==> src/hw/rtl/bsa_pkg.sv <==
// ----------------------------------------------------------------------------
// bsa_pkg
// Shared widths, types and constants of the bounding-sphere accumulator.
// ----------------------------------------------------------------------------
`default_nettype none

package bsa_pkg;

  localparam int COORD_BITS = 24;

  // Squared distance of three axes stays below 2^(2*COORD_BITS+2).
  localparam int PROD_BITS = 2 * COORD_BITS;
  localparam int SUM_BITS  = 2 * COORD_BITS + 2;
  localparam int ROOT_BITS = SUM_BITS / 2;
  localparam int REM_BITS  = ROOT_BITS + 2;
  localparam int GROW_BITS = ROOT_BITS + 1;
  localparam int CNT_BITS  = $clog2(ROOT_BITS);

  typedef logic signed [COORD_BITS-1:0] coord_t;
  typedef logic        [COORD_BITS-1:0] radius_t;

  localparam radius_t RADIUS_MAX = '1;

  typedef enum logic [1:0] {
    AXIS_X,
    AXIS_Y,
    AXIS_Z
  } axis_t;

endpackage

`default_nettype wire

==> src/hw/rtl/bounding_sphere_accumulate_core.sv <==
// ----------------------------------------------------------------------------
// bounding_sphere_accumulate_core
// Folds a stream of part spheres into one enclosing sphere, one transaction
// at a time, with a shared multiplier and a bit-serial square root.
// ----------------------------------------------------------------------------
//
//  channel | handshake           | payload
//  --------+---------------------+-----------------------------------------
//  in      | in_valid / in_stall | restart, sphere_present, center_x/y/z,
//          |                     | radius_in
//  out     | out_valid/out_stall | merged_x/y/z, merged_radius, saturated
//
//  An absent sphere, or one that lands in an empty accumulator, goes from
//  idle straight to the finish step. A full merge steps through difference,
//  square and sum for each axis in turn (one multiplier, three axes), a
//  bit-serial square root (one root bit per cycle), the radius growth step
//  and the finish step that loads the result.
//  in_stall is high in reset and while a transaction is in work. A held
//  result does not block the next input; the block waits only to load a new
//  result. Reset clears the accumulated sphere and the saturation flag.
`default_nettype none

module bounding_sphere_accumulate_core (
  input  wire logic             clk,
  input  wire logic             rst,
  input  wire logic             in_valid,
  output logic                  in_stall,
  input  wire logic             restart,
  input  wire logic             sphere_present,
  input  wire bsa_pkg::coord_t  center_x,
  input  wire bsa_pkg::coord_t  center_y,
  input  wire bsa_pkg::coord_t  center_z,
  input  wire bsa_pkg::radius_t radius_in,
  output logic                  out_valid,
  input  wire logic             out_stall,
  output bsa_pkg::coord_t       merged_x,
  output bsa_pkg::coord_t       merged_y,
  output bsa_pkg::coord_t       merged_z,
  output bsa_pkg::radius_t      merged_radius,
  output logic                  saturated
);
  import bsa_pkg::*;

  typedef enum logic [2:0] {
    ST_IDLE,
    ST_DIFF,
    ST_MUL,
    ST_ACC,
    ST_SQRT,
    ST_GROW,
    ST_FINISH
  } state_t;

  state_t state;

  coord_t  acc_x, acc_y, acc_z;
  radius_t acc_radius;
  logic    sat_flag;

  // Base sphere (kept) and the other sphere (absorbed)
  coord_t  base_x, base_y, base_z, oth_x, oth_y, oth_z;
  radius_t base_r, oth_r;

  axis_t                   axis;
  logic [COORD_BITS-1:0]   diff;
  logic [PROD_BITS-1:0]    prod;
  logic [SUM_BITS-1:0]     rad;
  logic [REM_BITS-1:0]     rem;
  logic [ROOT_BITS-1:0]    root;
  logic [CNT_BITS-1:0]     sq_cnt;

  logic                    accept;
  logic                    out_free;
  radius_t                 eff_radius;
  coord_t                  ax_b, ax_c;
  logic signed [COORD_BITS:0] delta;
  logic [COORD_BITS-1:0]   delta_abs;
  logic [REM_BITS+1:0]     rem_sh;
  logic [REM_BITS+1:0]     trial;
  logic                    take_bit;
  logic [GROW_BITS-1:0]    grown;

  assign in_stall   = rst || (state != ST_IDLE);
  assign accept     = in_valid && !in_stall;
  assign out_free   = !out_valid || !out_stall;
  assign eff_radius = restart ? '0 : acc_radius;

  always_comb begin
    case (axis)
      AXIS_X: begin
        ax_b = base_x;
        ax_c = oth_x;
      end
      AXIS_Y: begin
        ax_b = base_y;
        ax_c = oth_y;
      end
      AXIS_Z: begin
        ax_b = base_z;
        ax_c = oth_z;
      end
      default: begin
        ax_b = base_x;
        ax_c = oth_x;
      end
    endcase
  end

  assign delta     = {ax_c[COORD_BITS-1], ax_c} - {ax_b[COORD_BITS-1], ax_b};
  assign delta_abs = delta[COORD_BITS] ? COORD_BITS'(-delta) : delta[COORD_BITS-1:0];

  // One root bit per step: bring down two radicand bits, try 4*root+1
  assign rem_sh   = {rem, rad[SUM_BITS-1 -: 2]};
  assign trial    = (REM_BITS+2)'({root, 2'b01});
  assign take_bit = (rem_sh >= trial);

  assign grown = GROW_BITS'(oth_r) + GROW_BITS'(root);

  always_ff @(posedge clk) begin
    if (rst) begin
      state      <= ST_IDLE;
      out_valid  <= 1'b0;
      acc_x      <= '0;
      acc_y      <= '0;
      acc_z      <= '0;
      acc_radius <= '0;
      sat_flag   <= 1'b0;
      axis       <= AXIS_X;
      sq_cnt     <= '0;
    end else begin
      // the finish step reloads the output register itself
      if (out_valid && !out_stall && state != ST_FINISH) begin
        out_valid <= 1'b0;
      end
      case (state)
        ST_IDLE: begin
          if (accept) begin
            if (restart) begin
              sat_flag <= 1'b0;
            end
            if (sphere_present && eff_radius != '0) begin
              // incoming sphere is the base on equal radii
              if (eff_radius <= radius_in) begin
                base_x <= center_x;
                base_y <= center_y;
                base_z <= center_z;
                base_r <= radius_in;
                oth_x  <= acc_x;
                oth_y  <= acc_y;
                oth_z  <= acc_z;
                oth_r  <= eff_radius;
              end else begin
                base_x <= acc_x;
                base_y <= acc_y;
                base_z <= acc_z;
                base_r <= eff_radius;
                oth_x  <= center_x;
                oth_y  <= center_y;
                oth_z  <= center_z;
                oth_r  <= radius_in;
              end
              axis  <= AXIS_X;
              rad   <= '0;
              state <= ST_DIFF;
            end else begin
              if (sphere_present) begin
                acc_x      <= center_x;
                acc_y      <= center_y;
                acc_z      <= center_z;
                acc_radius <= radius_in;
              end else if (restart) begin
                acc_x      <= '0;
                acc_y      <= '0;
                acc_z      <= '0;
                acc_radius <= '0;
              end
              state <= ST_FINISH;
            end
          end
        end
        ST_DIFF: begin
          diff  <= delta_abs;
          state <= ST_MUL;
        end
        ST_MUL: begin
          prod  <= PROD_BITS'(diff) * PROD_BITS'(diff);
          state <= ST_ACC;
        end
        ST_ACC: begin
          rad <= rad + SUM_BITS'(prod);
          if (axis == AXIS_Z) begin
            rem    <= '0;
            root   <= '0;
            sq_cnt <= '0;
            state  <= ST_SQRT;
          end else begin
            axis  <= (axis == AXIS_X) ? AXIS_Y : AXIS_Z;
            state <= ST_DIFF;
          end
        end
        ST_SQRT: begin
          rad  <= {rad[SUM_BITS-3:0], 2'b00};
          root <= {root[ROOT_BITS-2:0], take_bit};
          if (take_bit) begin
            rem <= REM_BITS'(rem_sh - trial);
          end else begin
            rem <= REM_BITS'(rem_sh);
          end
          if (sq_cnt == CNT_BITS'(ROOT_BITS - 1)) begin
            state <= ST_GROW;
          end else begin
            sq_cnt <= sq_cnt + CNT_BITS'(1);
          end
        end
        ST_GROW: begin
          acc_x <= base_x;
          acc_y <= base_y;
          acc_z <= base_z;
          if (grown > GROW_BITS'(base_r)) begin
            if (grown > GROW_BITS'(RADIUS_MAX)) begin
              acc_radius <= RADIUS_MAX;
              sat_flag   <= 1'b1;
            end else begin
              acc_radius <= grown[COORD_BITS-1:0];
            end
          end else begin
            acc_radius <= base_r;
          end
          state <= ST_FINISH;
        end
        ST_FINISH: begin
          // hold until the output register can take the result
          if (out_free) begin
            merged_x      <= acc_x;
            merged_y      <= acc_y;
            merged_z      <= acc_z;
            merged_radius <= acc_radius;
            saturated     <= sat_flag;
            out_valid     <= 1'b1;
            state         <= ST_IDLE;
          end
        end
        default: begin
          state <= ST_IDLE;
        end
      endcase
    end
  end

  // Saturation pins the radius at its maximum until a restart
  a_sat_radius: assert property (@(posedge clk) disable iff (rst)
    sat_flag |-> acc_radius == RADIUS_MAX)
    else $error("saturation flag set with radius below maximum");

  a_out_sat: assert property (@(posedge clk) disable iff (rst)
    out_valid && saturated |-> merged_radius == RADIUS_MAX)
    else $error("saturated result with radius below maximum");

  a_grow_mono: assert property (@(posedge clk) disable iff (rst)
    state == ST_GROW |=> acc_radius >= $past(base_r))
    else $error("merged radius shrank below base radius");

  a_sqrt_len: assert property (@(posedge clk) disable iff (rst)
    state == ST_SQRT |-> sq_cnt <= CNT_BITS'(ROOT_BITS - 1))
    else $error("square root step count overran");

endmodule

`default_nettype wire

==> config.mk <==
export PLATFORM = sky130hd
export DESIGN_NAME = bounding_sphere_accumulate_core
export DESIGN_NICKNAME = d
export VERILOG_FILES = /design/src/hw/rtl/bsa_pkg.sv /design/src/hw/rtl/bounding_sphere_accumulate_core.sv
export SDC_FILE = /design/constraint.sdc
export NUM_CORES = 2
export LEC_CHECK = 0
export BUFFER_PORTS_ARGS = -buffer_cell sky130_fd_sc_hd__buf_4
export CAP_MARGIN = 20
export CORE_UTILIZATION = 60
export CTS_CLUSTER_DIAMETER = 50
export DETAILED_ROUTE_END_ITERATION = 7
export GPL_TIMING_DRIVEN = 1
export PLACE_DENSITY = 0.82
export SLEW_MARGIN = 30
export SYNTH_ARGS = -nofsm -noshare
export SYNTH_HDL_FRONTEND = slang
export SYNTH_SLANG_ARGS = --single-unit
==> constraint.sdc <==
create_clock -name clk -period 14.45 [get_ports clk]
set_clock_uncertainty 0.1 [all_clocks]
set_input_delay 0.7225 -clock clk [delete_from_list [all_inputs] [get_ports clk]]
set_output_delay 0.7225 -clock clk [all_outputs]
set_load 0.02 [all_outputs]
==> impl_metrics.yaml <==
worst_setup_path:
  worst_r2r_path_depth: 24
  crit_cells: 24
  critical_path_class: "register to register"
  slowest_delay_ns: 1.01
  crit_chain: "nand2_1 -> fa_1 -> inv_1 -> fa_1 -> fa_1 -> inv_1 -> fa_1 -> inv_1 -> fa_1 -> fa_1 -> inv_1 -> fa_1 -> inv_1 -> ha_1 -> a211o_1 -> a21oi_1 -> nor2b_1 -> o31ai_1 -> a2111oi_0 -> o21ai_0 -> a31oi_1 -> o21bai_1 -> a21oi_1 -> xnor2_1"
  crit_family: "adder cells"
  r2r_setup_slack_ns: 5.68
  worstPathArrival_ns: 9.03
  crit_top_cell: "fa_1"
  crit_required_ns: 14.71
  cp-end-kind: "register"
  critPathLaunchType: "register"
  crit_buf_inv: 5
  cp_max_fo: 24
  critical-path-slowest-cell: "edfxtp_1"
worst_hold_path:
  hold_path_class: "input pin to register"
  hold_path_depth: 3
synthesis:
  async_flop_share_pct: 0
  syn_nets: 5544
  ys_top_cells_by_area: "edfxtp_1 (29%), fa_1 (18%), ha_1 (9.3%)"
  synth_edf_count: 462
  synth_top_area_share_pct: 29.11
  ys_types: 80
  ys_ff_latch: 570
  syn-cell-area_sq_um: 47660
  yosysWarnings: 0
  syn_avg_cell_area_sq_um: 10.23
  yosys.area.top_type: "edfxtp_1"
  seq_area_frac_synth_pct: 33.64
  synth_most_common_cell: "inv_1"
  syn-instance-count: 4659
  synth-main-ff-cell: "edfxtp_1"
  synth_commonest_cells: "inv_1 (690), edfxtp_1 (462), fa_1 (428)"
cts:
  cts_made_buffers: 72
  numClockSinks: 570
  cts-root-buf: "clkbuf_16"
  ctsHoldBuffers: 0
  clk_path_buf_depth: 3
  post_cts_buffers: 0
  cts_resized: 0
  clk_latency_ns: 0.67
  cts_tree: "built"
  h-tree-depth: 3
  clk_pin_slew_worst_paths_ns: 0.06
sta:
  setup_viol: 0
  whs_ns: 0.2660
  hold_viol: 0
  maxSlewHeadroom_pct: 19.99
  final_max_slew_viol_count: 0
  rsz0062_at_grt: "no"
  max_freq_mhz: 114.1
  setup_tns_ns: 0
  tightest_slew_ns: 1.200
  post-route-min-period_ns: 8.766
  period_share_pct: 60.67
finish:
  nNetsFinal: 5653
  drive_gt1_share_pct: 12.68
  area_growth_syn_to_layout_pct: 10.65
  antennaDiodeCount: 0
  utilization_pct: 67.63
route:
  drc: 0
  highest_layer: "met5"
  wire_per_inst_um: 20.47
  avgViaCountPerCell: 5.995
  ant_nets: 0
  wl_met2_um: 56600
  wl_met3_um: 10130
  drt_pre_antenna_iters: 6
  vias: 35180
  wl_um: 120100
  drtIter0Drc: 3344
  wl_met1_um: 48600
grt:
  grtUsageTotal_pct: 29.72
  antenna_found_initial: 1
  overflow: 0
  grt_pass1_vias: 35600
  grt_max_degree: 167
  grt_pass1_wl_um: 191000
floorplan:
  rows: 102
  dieHeight_um: 283.9
  die_x_um: 283.9
  start_util_pct: 61.12
  core_sq_um: 77980
  dieArea_sq_um: 80570
  io_pins: 201
place:
  gp_congestion: 0.9235
  hpwlAfterDp_um: 86440
  port_buffers: 200
status:
  status: "finished clean"
run:
  cap_violations: 0
[per-layer routing]
metal	track usage [%]	up-vias
met5	0	-
met4	11.57	2
met3	4.670	269
met2	47.82	1666
met1	40.50	17130
li1	-	16120
[state kept, by name, summed over array words and instances, names as in the netlist, 25 cells and up]
| name | cells |
|---|---|
| root | 25 |
| prod | 47 |
| rem | 27 |
| rad | 50 |
[worst min-delay path: cells and delay by family]
kind	cells	cell delay, ns
AO/OA/AOI/OAI	1	0.08
buffers and inverters	1	0.12
AND/OR/NAND/NOR	1	0.07
[cell type report]
type / instances / area (sq um)
multi-input cells: 3194 / 28370
well taps: 1040 / 1301
inverters: 690 / 2590
repair buffers: 240 / 1864
clock inverters: 47 / 665.6
flip-flops and latches: 570 / 16040
clock buffers: 87 / 1908
fillers: 5616 / 25240
[kinds of logic (layout without fill, tap and decap cells)]
kind of cell             after synthesis  count (layout)  synth area share [%]
multiplexers                         251             251                 5.828
AND/OR/NAND/NOR                     1153            1153                 11.33
XOR/XNOR                             175             175                 3.216
AO/OA/AOI/OAI                        832             832                 11.62
flip-flops                           570             570                 33.64
buffers and inverters                895            1064                 7.061
adder cells (fa/ha/maj)              783             783                 27.30
[final timing paths]
check                             start                      to
hold reg to reg   sat_flag$_SDFFE_PP0P_     saturated$_DFFE_PP_
setup / recovery     diff[13]$_DFFE_PP_      prod[44]$_DFFE_PP_
hold / removal             center_x[13]  acc_x[13]$_SDFFE_PP0P_
setup reg to reg     diff[13]$_DFFE_PP_      prod[44]$_DFFE_PP_
[cells in the final DEF, fill, tap and decap left out, drive strengths merged, types with 49 or more instances in the layout]
master	n
a21oi	223
nand2	392
a311oi	76
nand3	119
xnor2	113
a21o	109
edfxtp	462
mux2	212
o21ai	156
nor2	276
fa	428
xor2	62
inv	703
and2	141
clkbuf	87
a22oi	53
ha	355
nor3	49
buf	240
dfxtp	108
[through the flow]
step	setup WS (ns)	cell area (sq um)	cells
floorplan	1.218	47660	4659
global placement	5.875	50080	5729
detailed placement	5.737	50080	5729
CTS	5.678	52650	5863
global route	5.331	52740	5868
finish	5.684	52740	5868
Power is left out: the tool's default activity adds up to more than one toggle a clock period on the data nets, which glitch-free logic cannot reach.
